<file path="config.mk">
export PLATFORM = sky130hd
export DESIGN_NAME = shem_back
export DESIGN_NICKNAME = d
export VERILOG_FILES = /design/src/shem_pkg.sv /design/src/shem_back.sv
export SDC_FILE = /design/constraint.sdc
export NUM_CORES = 2
export LEC_CHECK = 0
export BUFFER_PORTS_ARGS = -buffer_cell sky130_fd_sc_hd__buf_2
export CORE_MARGIN = 3
export CORE_UTILIZATION = 66
export DETAILED_ROUTE_END_ITERATION = 16
export GPL_TIMING_DRIVEN = 0
export PLACE_DENSITY_LB_ADDON = 0.25
export SLEW_MARGIN = 20
export SYNTH_ARGS = -nofsm -noshare
export SYNTH_HDL_FRONTEND = slang
export SYNTH_SLANG_ARGS = --single-unit
</file>
<file path="constraint.sdc">
create_clock -name clk -period 8.6 [get_ports clk]
set_input_delay 1.29 -clock clk [delete_from_list [all_inputs] [get_ports clk]]
set_output_delay 1.29 -clock clk [all_outputs]
set_load 0.03 [all_outputs]
</file>
<file path="src/shem_pkg.sv">
package shem_pkg;

    localparam int MAX_CLUSTER_WIDTH = 64;

    localparam int CW_IN_W  = 7;
    localparam int W_W      = $clog2(MAX_CLUSTER_WIDTH + 1);
    localparam int SLOPE_W  = 24;
    localparam int CFG_W    = 16;
    localparam int ES_W     = 16;
    localparam int VAR_W    = 40;
    localparam int PROD_W   = SLOPE_W + CFG_W;
    localparam int RATIO_SH = 12;
    localparam int Q_W      = PROD_W - RATIO_SH;
    localparam int A_W      = W_W + CFG_W;
    localparam int B_W      = A_W;
    localparam int S_W      = Q_W + 2;
    localparam int C_W      = B_W + S_W - 16;
    localparam int E_W      = C_W + ES_W - 12;
    localparam int E_SAT_W  = VAR_W / 2;

    localparam int DIV_STEP   = 4;
    localparam int DIV_STAGES = (Q_W + DIV_STEP - 1) / DIV_STEP;

    localparam int IN_TDATA_W  = 112;
    localparam int OUT_TDATA_W = 80;

    localparam int PADDR_W = 3;
    localparam int PDATA_W = 32;

    localparam logic REG_ASPECT     = 1'b0;
    localparam logic REG_RESOLUTION = 1'b1;

    localparam logic [CFG_W-1:0] ASPECT_RESET     = 16'd4096;
    localparam logic [CFG_W-1:0] RESOLUTION_RESET = 16'd3146;

    localparam logic [Q_W-1:0] R_1P2 = Q_W'(78643);
    localparam logic [Q_W-1:0] R_0P7 = Q_W'(45875);
    localparam logic [Q_W-1:0] R_0P9 = Q_W'(58982);
    localparam logic [15:0]    K_INV1P2  = 16'd54613;
    localparam logic [S_W-1:0] K_QUARTER = S_W'(16384);
    localparam logic [15:0]    K_0P6     = 16'd39322;

    typedef struct packed {
        logic               is_y;
        logic [ES_W-1:0]    es;
        logic [VAR_W-1:0]   other;
        logic [W_W-1:0]     w;
        logic [B_W-1:0]     b;
    } side_t;

    typedef struct packed {
        logic [Q_W-1:0]     num;
        logic [W_W-1:0]     rem;
        side_t              side;
    } div_t;

endpackage

</file>
<file path="src/shem_back.sv">
module shem_back
    import shem_pkg::*;
(
    input  logic             clk,
    input  logic             rst_n,
    input  logic             en,
    input  logic             in_valid,
    input  div_t             in_data,
    output logic             out_valid,
    output logic             measured_axis,
    output logic [VAR_W-1:0] measured_variance,
    output logic [VAR_W-1:0] other_variance_out
);

    logic [Q_W-1:0]  r;
    logic [16:0]     d1;
    logic [32:0]     p1;
    logic [16:0]     t1;
    logic [13:0]     d2;
    logic [16:0]     p2;
    logic [S_W-1:0]  t2;
    logic [S_W-1:0]  t3;

    logic            v1_reg, v2_reg, v3_reg, v4_reg;
    logic [S_W-1:0]  s_reg;
    logic [S_W-1:0]  s_next;
    logic [B_W-1:0]  b1_reg;
    logic [C_W-1:0]  c_reg;
    logic [B_W+S_W-1:0] pc;
    logic [C_W+ES_W-1:0] pe;
    logic [E_W-1:0]  e;
    logic            sat_reg;
    logic [E_SAT_W-1:0] e_reg;
    logic [VAR_W-1:0] var_reg;
    logic [VAR_W-1:0] var_next;

    logic             y1_reg, y2_reg, y3_reg, y4_reg;
    logic [ES_W-1:0]  es1_reg, es2_reg;
    logic [VAR_W-1:0] o1_reg, o2_reg, o3_reg, o4_reg;

    assign r  = in_data.num;
    assign d1 = 17'(R_1P2 - r);
    assign p1 = K_INV1P2 * d1;
    assign t1 = (r < R_1P2) ? p1[32:16] : '0;
    assign d2 = 14'(r - R_0P7);
    assign p2 = 17'(d2) * 17'd5;

    always_comb
    begin
        if (r > R_0P7 && r <= R_0P9)
            t2 = S_W'(p2[16:2]);
        else if (r > R_0P9)
            t2 = K_QUARTER;
        else
            t2 = '0;
        t3     = (r > R_1P2) ? {r - R_1P2, 2'b00} : '0;
        s_next = S_W'(t1) + t2 + t3;
    end

    assign pc = B_W'(b1_reg) * S_W'(s_reg);
    assign pe = C_W'(c_reg) * ES_W'(es2_reg);
    assign e  = pe[C_W+ES_W-1:12];
    assign var_next = sat_reg ? '1 : VAR_W'(e_reg) * VAR_W'(e_reg);

    always_ff @(posedge clk or negedge rst_n)
    begin
        if (!rst_n)
        begin
            v1_reg <= 1'b0;
            v2_reg <= 1'b0;
            v3_reg <= 1'b0;
            v4_reg <= 1'b0;
        end
        else if (en)
        begin
            v1_reg <= in_valid;
            v2_reg <= v1_reg;
            v3_reg <= v2_reg;
            v4_reg <= v3_reg;
        end
    end

    always_ff @(posedge clk)
    begin
        if (en)
        begin
            s_reg   <= s_next;
            b1_reg  <= in_data.side.b;
            y1_reg  <= in_data.side.is_y;
            es1_reg <= in_data.side.es;
            o1_reg  <= in_data.side.other;

            c_reg   <= pc[B_W+S_W-1:16];
            y2_reg  <= y1_reg;
            es2_reg <= es1_reg;
            o2_reg  <= o1_reg;

            sat_reg <= |e[E_W-1:E_SAT_W];
            e_reg   <= e[E_SAT_W-1:0];
            y3_reg  <= y2_reg;
            o3_reg  <= o2_reg;

            var_reg <= var_next;
            y4_reg  <= y3_reg;
            o4_reg  <= o3_reg;
        end
    end

    assign out_valid          = v4_reg;
    assign measured_axis      = y4_reg;
    assign measured_variance  = var_reg;
    assign other_variance_out = o4_reg;

    a_saturate_all_ones: assert property (@(posedge clk) disable iff (!rst_n)
        (en && v3_reg && sat_reg) |=> (var_reg == '1))
        else $error("saturated error did not give full-scale variance");

endmodule

</file>
==> impl_metrics.toml <==
[die]
dieHeight_microns = 329
fp.dieW_microns = 329
start_util_pct = 67.0
io_pins = 208
rows = 117
core_area_sq_um = 103000
die_area_sq_um = 108000

[status]
outcome = "finished, violations left"
violations = "negative setup slack"

[grt]
grt_usage_pct = 35.0
overflow = 0
grt_pass1_vias = 53900
antenna_found_initial = 7
grt_max_degree = 100
grt_pass1_wl_microns = 290000

[min_path]
hp-class = "reg -> reg"
whs_path_depth = 0

[cells_and_area]
postLayoutCoreUtil_pct = 72.7
syn2layout_area_growth_pct = 8.48
final_cell_mix = "1638 x inv_1, 1451 x fa_1, 1003 x nand2_1"
fin_nets = 9482
regArea_sq_um = 10500
fill_cells = 7478
drive_above_1_share_pct = 7.58
multi_input_area_sq_um = 52000
layout.cells.most_common = "inv_1"

[setup_path]
timing.critical_path.to_type = "flip-flop"
required_ps = 8960
reg2reg_depth = 23
slowest_delay_ps = 560
cp_common_cell = "fa_1"
crit_slowest_cell = "fa_1"
worst_setup_path_start_kind = "input pin"
cp_max_fo = 3
arrival_ps = 9670
critical_path_class = "in -> reg"

[synth]
synth_nets = 9180
ys_ff_latch = 351
synth_edf_count = 347
syn-cell-area_sq_um = 68800
async_flop_share_pct = 1.14
ys_warn_count = 0
avgSynthCellArea_sq_um = 9.88
synth_cells = 6966
yosysSeqAreaShare_pct = 15.3
synth_cell_types = 84
synth_top_flop_cell = "edfxtp_1"

[route]
wirelength_microns = 183000
wl_per_cell_microns = 21.1
drtPass1Iterations = 6
drtIter0Drc = 3945
final_antenna_net_count = 0
vias = 49900
drc = 0
viasPerCell = 5.75

[place]
place_congestion = 1.01
io_buffer_count = 188
dpl.hpwl_microns = 148000

[sta]
hold_violations = 0
fin_skew_ps = 64.7
postLayoutSetupSlackWorst_ps = -710
min_period_ps = 9310
clock.fmax_ghz = 0.107
tightest_slew_ps = 1000
setup_viol = 19
relSlewSlack_pct = 33.4
rsz0062_at_grt = "true"
period_share_pct = 108
slew_viol_final = 0

[cts]
holdBufCountCts = 0
clock_sinks = 351
cts.path.max_buffers = 3
clkTransAtPathRegs_ps = 60
cts_tree = "built"
htreeDepth = 2
root_buffer = "clkbuf_16"
numCtsBuffers = 42
clock_latency_ps = 670

[flow_run]
maxCapViolCount = 0
==> worst paths after layout <==
check                      slack (ps)   startpoint    endpoint
max                              -710  in_data[96]   s_reg[27]
min reg2reg                       410   o2_reg[22]  o3_reg[22]
max reg2reg                       170    c_reg[21]     sat_reg
min in group asynchronous         470        rst_n      v2_reg
max in group asynchronous        8010        rst_n      v3_reg
min                               410   o2_reg[22]  o3_reg[22]
==> stage by stage <==
stage / std cells / TNS (ps) / area (sq um) / setup slack (ps) / hold WS, ps
floorplan: 6966 / -3450 / 69100 / -394 / 400
global placement: 8522 / -26730 / 71800 / -1600 / 400
detailed placement: 8525 / -31980 / 71900 / -1740 / 405
CTS: 8645 / -3120 / 74100 / -327 / 410
global route: 8671 / -11760 / 74600 / -905 / 420
finish: 8676 / -8740 / 74600 / -710 / 412
==> logic make-up after synthesis <==
logic type | after synthesis | share of synthesized area (%)
DFF | 351 | 15.3
buffers and inverters | 1930 | 10.5
and+or+nand+nor | 1943 | 13.5
xor gates and xnor gates | 181 | 2.30
adders and majority gates | 2088 | 53.8
muxes | 8 | 0.125
AOI/OAI and AO/OA | 465 | 4.42
==> final cells by class <==
class | count | share of cell area [%]
Antenna cell | 8 | 0.0268
Clock buffer | 49 | 1.44
Sequential cell | 351 | 14.1
Buffer | 266 | 1.45
Tap cell | 1368 | 2.29
Clock inverter | 27 | 0.402
Timing Repair Buffer | 270 | 2.29
Multi-Input combinational cell | 4685 | 69.7
Inverter | 1652 | 8.32
==> worst max-delay path, delay by kind of cell <==
kind                       cells  cell delay (ps)
xor gates and xnor gates       3              540
AOI/OAI and AO/OA             13             2300
adders and majority gates     10             3980
buffers and inverters         11              880
and+or+nand+nor                4              660
==> Yosys cell counts, drive strengths merged (5+ instances only) <==
cell type,n,area share (%)
mux2,5,0.082
inv,1651,9.0
nor2,138,0.76
clkbuf,269,1.5
fa,1454,42
a21o,76,0.83
edfxtp,347,15
or4,6,0.076
o31ai,10,0.11
and2,582,5.3
o211ai,6,0.065
a31o,5,0.064
a211o,5,0.064
a221oi,5,0.073
o21a,23,0.25
nand2b,16,0.15
nor4,8,0.073
nand2,1006,5.5
nor2b,24,0.22
or2,13,0.12
a21oi,133,0.97
o21ai,93,0.70
a41oi,5,0.064
nand4,26,0.24
xnor2,120,1.5
or3,11,0.11
a21boi,10,0.11
a31oi,22,0.23
a211oi,15,0.18
ha,634,12
buf,9,0.062
and3,16,0.15
nor3,47,0.36
xor2,61,0.78
nand3,35,0.25
nand3b,8,0.087
o21bai,19,0.21
==> what timing repair did <==
action / 4_1_cts / 5_1_grt
gates resized for setup: 95 / 115
buffers inserted: 54 / 25
gates cloned: 0 / 0
setup endpoints to repair: 36 / 45
pin swaps: 63 / 45
==> per-layer routing <==
layer	vias up	part of all wire, %	global-route usage [%]
li1	21500	-	-
met1	25100	37	45.3
met3	619	10	8.67
met4	2	6.0	16.0
met5	-	0.0060	0
met2	2609	47	56.2
Power is not shown: default switching activity piles up to over one toggle a cycle in this logic, so the estimate is an artifact.
